## src/sv/olt_pkg.sv

```systemverilog
// Shared types and constants for the ordered list table.
package olt_pkg;

  // Number of cells in the list
  localparam int CAPACITY = 64;
  // Count runs 0..CAPACITY
  localparam int CNT_W    = $clog2(CAPACITY + 1);
  localparam int VAL_W    = 32;
  localparam int POS_W    = 7;
  localparam int LEN_W    = 7;
  localparam int OP_W     = 3;
  localparam int ST_W     = 2;
  // Common width for comparing the position field against the count
  localparam int CMP_W    = (CNT_W > POS_W) ? CNT_W : POS_W;

  typedef enum logic [OP_W-1:0] {
    OP_APPEND  = 3'd0,
    OP_PREPEND = 3'd1,
    OP_INSERT  = 3'd2,
    OP_DELETE  = 3'd3,
    OP_READ    = 3'd4
  } op_t;

  typedef enum logic [ST_W-1:0] {
    ST_OK   = 2'd0,
    ST_FULL = 2'd1,
    ST_MISS = 2'd2
  } status_t;

  // Request beat
  typedef struct packed {
    logic [OP_W-1:0]         op;
    logic signed [VAL_W-1:0] value;
    logic [POS_W-1:0]        position;
  } req_t;

  // Response beat
  typedef struct packed {
    logic [ST_W-1:0]         status;
    logic signed [VAL_W-1:0] read_value;
    logic [LEN_W-1:0]        length;
  } rsp_t;

  // Broadcast control from the top level to every cell
  typedef struct packed {
    logic             ins;     // insert accepted, list not full
    logic [CNT_W-1:0] at;      // insert slot
    logic             del;     // delete request accepted
    logic             rd;      // in-range read
    logic [CNT_W-1:0] rd_idx;  // read slot
    logic [CNT_W-1:0] count;   // current length
    logic [VAL_W-1:0] value;   // insert or match value
  } cell_ctl_t;

endpackage

```

## src/sv/olt_cell.sv

```systemverilog
// One slot of the ordered list: holds an element, shifts with its neighbors.
module olt_cell
  import olt_pkg::*;
(
  input  logic             clk,
  input  logic [CNT_W-1:0] idx,
  input  cell_ctl_t        ctl,
  input  logic [VAL_W-1:0] left_data,
  input  logic [VAL_W-1:0] right_data,
  input  logic             found_in,
  input  logic [VAL_W-1:0] rd_in,
  output logic [VAL_W-1:0] data,
  output logic             found_out,
  output logic [VAL_W-1:0] rd_out
);

  logic             occupied;
  logic             match;
  logic [VAL_W-1:0] data_next;

  assign occupied = (idx < ctl.count);

  // Delete search: first match marks this cell and all cells after it
  assign match     = ctl.del && occupied && (data == ctl.value);
  assign found_out = found_in | match;

  // Read: the addressed cell ORs its element into the passing word
  assign rd_out = rd_in | ((ctl.rd && (idx == ctl.rd_idx)) ? data : '0);

  // Shift up behind an insert, shift down from the deleted slot
  always_comb begin
    data_next = data;
    if (ctl.ins) begin
      if (idx > ctl.at) begin
        data_next = left_data;
      end else if (idx == ctl.at) begin
        data_next = ctl.value;
      end
    end else if (ctl.del && found_out) begin
      data_next = right_data;
    end
  end

  always_ff @(posedge clk) begin
    data <= data_next;
  end

endmodule

```

## config.mk

```make
export PLATFORM = sky130hd
export DESIGN_NAME = olt_cell
export DESIGN_NICKNAME = d
export VERILOG_FILES = /design/src/sv/olt_pkg.sv /design/src/sv/olt_cell.sv
export SDC_FILE = /design/constraint.sdc
export NUM_CORES = 1
export LEC_CHECK = 0
export ABC_AREA = 1
export BUFFER_PORTS_ARGS = -buffer_cell sky130_fd_sc_hd__buf_4
export CAP_MARGIN = 15
export CORE_AREA = 2 2 88 90
export DETAILED_ROUTE_END_ITERATION = 6
export DIE_AREA = 0 0 90 92
export PLACE_DENSITY = 0.94
export SLEW_MARGIN = 20
export SYNTH_ARGS = -nofsm -noshare
export SYNTH_HDL_FRONTEND = slang
export SYNTH_SLANG_ARGS = --single-unit
```

## constraint.sdc

```tcl
create_clock -name clk -period 4.5 [get_ports clk]
set_input_delay 0.675 -clock clk [delete_from_list [all_inputs] [get_ports clk]]
set_output_delay 0.675 -clock clk [all_outputs]
set_load 0.1 [all_outputs]
```

==> impl_summary.md <==
CTS
The buffer cell driving the clock tree root is sky130_fd_sc_hd__clkbuf_8. The post-cts sizing count is 0. After clock tree synthesis, the clock-pin slew on the worst setup and hold paths is 80 ps.

The clock tree from TritonCTS is built. The number of buffers inserted for hold repair after clock tree synthesis is 0. The number of buffers created by CTS is 5. The clock passes through at most 2 buffers. The clock insertion delay at the later pin of the skew report is 290 ps. The H-tree depth is 2. The number of clock sinks is 32. The number of setup buffers added after CTS is 0.

Power
The total power density per cell area is ~320 nW/um^2. The total chip power is 1.55 mW. Across the VDD grid, the largest voltage drop is a little under 0.2 mV. The static leakage is 2.56 nW.

Synthesis
The cell count after synthesis is ~440. The number of nets in the synthesized netlist is 612. The mapped netlist covers 3040 sq um.

The share of the Yosys chip area taken by registers is 0.316. After synthesis the netlist holds a flip-flop and latch count of 32. After synthesis, the cell types taking the most area are sky130_fd_sc_hd__edfxtp_1 (32%), sky130_fd_sc_hd__nand2_1 (15%), sky130_fd_sc_hd__inv_1 (7.9%). The area share of the largest cell type after synthesis is 0.316. The cell type with the largest total area after synthesis is sky130_fd_sc_hd__edfxtp_1. The mean instance size in the synthesized netlist is slightly below 7 sq um. The distinct cell type count after synthesis is 26. The Yosys step of the flow raised 0 warnings.

Final layout
The count of filler cells inserted in the layout is 647. The number of antenna diodes in the final layout is 0. The area taken by flip-flops and latches is 961 sq um. The signed area change from the synthesized netlist to the final layout is 60.6%. The library cell used most frequently in the layout, excluding fill and tap cells, is sky130_fd_sc_hd__buf_4. The register with the most flip-flops in the layout has 32 of them. Summing all multi-input logic gate instances after layout gives 1740 sq um. In the layout the commonest cells are sky130_fd_sc_hd__buf_4 (230), sky130_fd_sc_hd__nand2_1 (118), sky130_fd_sc_hd__inv_1 (63). The largest registers in the layout are data: 32 flops. Of the cells placed in the final design, the portion with a size suffix greater than 1 is 0.400.

For this run, the post-layout net count is 830. Counting flops per register, the top entry is data.

Timing
Setup repair after global routing left no endpoint under its margin. Setup total negative slack on the finished layout was measured at 0 ps. The total count of max-transition violations in the final report was 0.

The worst clock skew on the final layout is 9.89 ps. The number of endpoints with negative hold slack in the final report is 0. Setup violations remaining at the end of the flow were counted as 0. For the pin with the worst max-slew slack, the measured transition is 1030 ps. In this run the tightest slew margin relative to its limit is 0.312. The achievable clock frequency is 297 MHz. The portion of the clock cycle consumed by the worst path in the final layout is 0.748. The worst path needs ~3400 ps of the cycle, external delays included.

Detailed routing
For this run, design rule violations remaining after detail routing come to 0. Using the TritonRoute via totals, the vias-per-cell ratio works out to 5.29. The number of antenna-violating nets in the routed design is 0. The routed via count is 4015. The first detailed-routing pass ran for 5 iterations. The detailed router finished its first iteration with 223 violations. After detailed routing, the average wire length per cell comes to 16.8 um. The total detailed-routing wirelength is 12.7 mm.

Global routing
The total global routing overflow is 0. The initial antenna violation count is 0. The global-route usage over all layers is 0.298. The largest net degree at the start of global routing is 36. The via count of the first global-routing pass came to 4053. The wire length of the first global-routing pass is 19.5 mm.

Setup path
In this design, the stage delay of the slowest critical-path cell is 470 ps. The arrival time at the worst endpoint is 2690 ps. STA classifies the critical path startpoint as an input port. The critical path goes through buf_4, inv_2, o21ai_1, nor4_2, buf_4, nand2_2, o21bai_1, buf_4. The largest fanout on the critical path is 22. At the worst endpoint, the required time is 3830 ps.

The endpoint type of the worst setup path is an output port. The category of the most critical setup path is in2out. The cell repeated most along the worst path is sky130_fd_sc_hd__buf_4. The slowest library cell on the worst path is sky130_fd_sc_hd__nor4_2.

Floorplan
The floorplan has 32 rows. The die is around 90 um wide. For this configuration, the core starts out at a cell density of 0.408. The total die area is 8280 sq um. For this design the top-level I/O count stands at around 230. In this run the standard cell core region covers 7450 sq um. In this run the vertical extent of the chip is 92 um.

Placed design
Port buffering added roughly 230 buffers. Summed over all nets, the half-perimeter wirelength after detailed placement is around 10 mm. Routability-driven placement finished with a final weighted congestion of about 0.88.

Run status
The run finished with clean final reports.

Min path
The worst min-delay path category is in2reg.

Flow run
The tool flagged a number of max-cap violations equal to 0.
## logic make-up after synthesis
group           count (synthesis)  share of synthesized area
compound gates                144                      0.281
xor+xnor                       11                     0.0317
fa+ha+maj                      13                     0.0535
buf+inv                        84                      0.115
flops                          32                      0.316
simple gates                  154                      0.202
## routing by layer
layer / up-vias / track usage / part of all wire / routed length [um]
met2: 250 / 0.544 / 0.51 / 6550
met4: 0 / 0.136 / 0.034 / 439
li1: 1886 / - / - / -
met3: 43 / 0.0583 / 0.086 / 1090
met1: 1836 / 0.335 / 0.37 / 4650
met5: - / 0 / 0 / 0
## metrics by stage
step           setup WS [ps]  cells  hold slack [ps]   util  instance area [sq um]
6_report                1130    759              675  0.655                   4880
5_1_grt                 1010    759              670  0.655                   4880
3_3_place_gp             797    751              963  0.643                   4790
2_1_floorplan            263    438              866      -                   3040
4_1_cts                  757    759              665  0.655                   4880
3_5_place_dp             764    751              967  0.643                   4790
## final cells by class
class                   instances  area share
clock buffers                   6      0.0149
clock inverters                 2     0.00231
well taps                     102      0.0262
inverters                      65      0.0500
flip-flops and latches         32       0.197
multi-input cells             322       0.356
repair buffers                230       0.354
## final timing paths
path	slack, ps	cells after the start	end	from
setup / recovery	1130	8	rd_out[28]	idx[0]
hold / removal	670	3	data[21]$_DFFE_PP_	right_data[21]
setup reg to reg	2060	10	data[12]$_DFFE_PP_	data[8]$_DFFE_PP_
hold reg to reg	1340	7	data[14]$_DFFE_PP_	data[7]$_DFFE_PP_
## cells in the mapped netlist
cell type and count:
sky130_fd_sc_hd__o21bai_2 10, sky130_fd_sc_hd__a31o_2 10, sky130_fd_sc_hd__clkbuf_1 9, sky130_fd_sc_hd__nand4_1 1
sky130_fd_sc_hd__nand3_1 5, sky130_fd_sc_hd__inv_1 64, sky130_fd_sc_hd__o21ai_1 37, sky130_fd_sc_hd__a21oi_1 36
sky130_fd_sc_hd__nand2_2 1, sky130_fd_sc_hd__buf_6 3, sky130_fd_sc_hd__buf_4 1, sky130_fd_sc_hd__o21bai_1 13
sky130_fd_sc_hd__nor4_2 1, sky130_fd_sc_hd__inv_2 1, sky130_fd_sc_hd__edfxtp_1 32, sky130_fd_sc_hd__nand3_2 1
sky130_fd_sc_hd__buf_2 6, sky130_fd_sc_hd__xnor2_1 3, sky130_fd_sc_hd__nand4_2 1, sky130_fd_sc_hd__o22ai_1 1
sky130_fd_sc_hd__xor2_1 8, sky130_fd_sc_hd__nor2_1 24, sky130_fd_sc_hd__nor3_1 1, sky130_fd_sc_hd__o21ai_0 37
sky130_fd_sc_hd__nand2_1 119, sky130_fd_sc_hd__ha_1 13
## power breakdown
| part | switching [mW] | internal (mW) | total (mW) |
|---|---|---|---|
| Clock | 0.116 | 0.107 | 0.223 |
| Combinational | 0.651 | 0.246 | 0.897 |
| Sequential | 0.0403 | 0.386 | 0.426 |
| Total | 0.807 | 0.740 | 1.55 |
## worst max-delay path, delay by kind of cell
family          cells  cell delay [ps]
compound gates      2              390
buf+inv             4              770
simple gates        2              840
(Power assumes the default switching activity.)
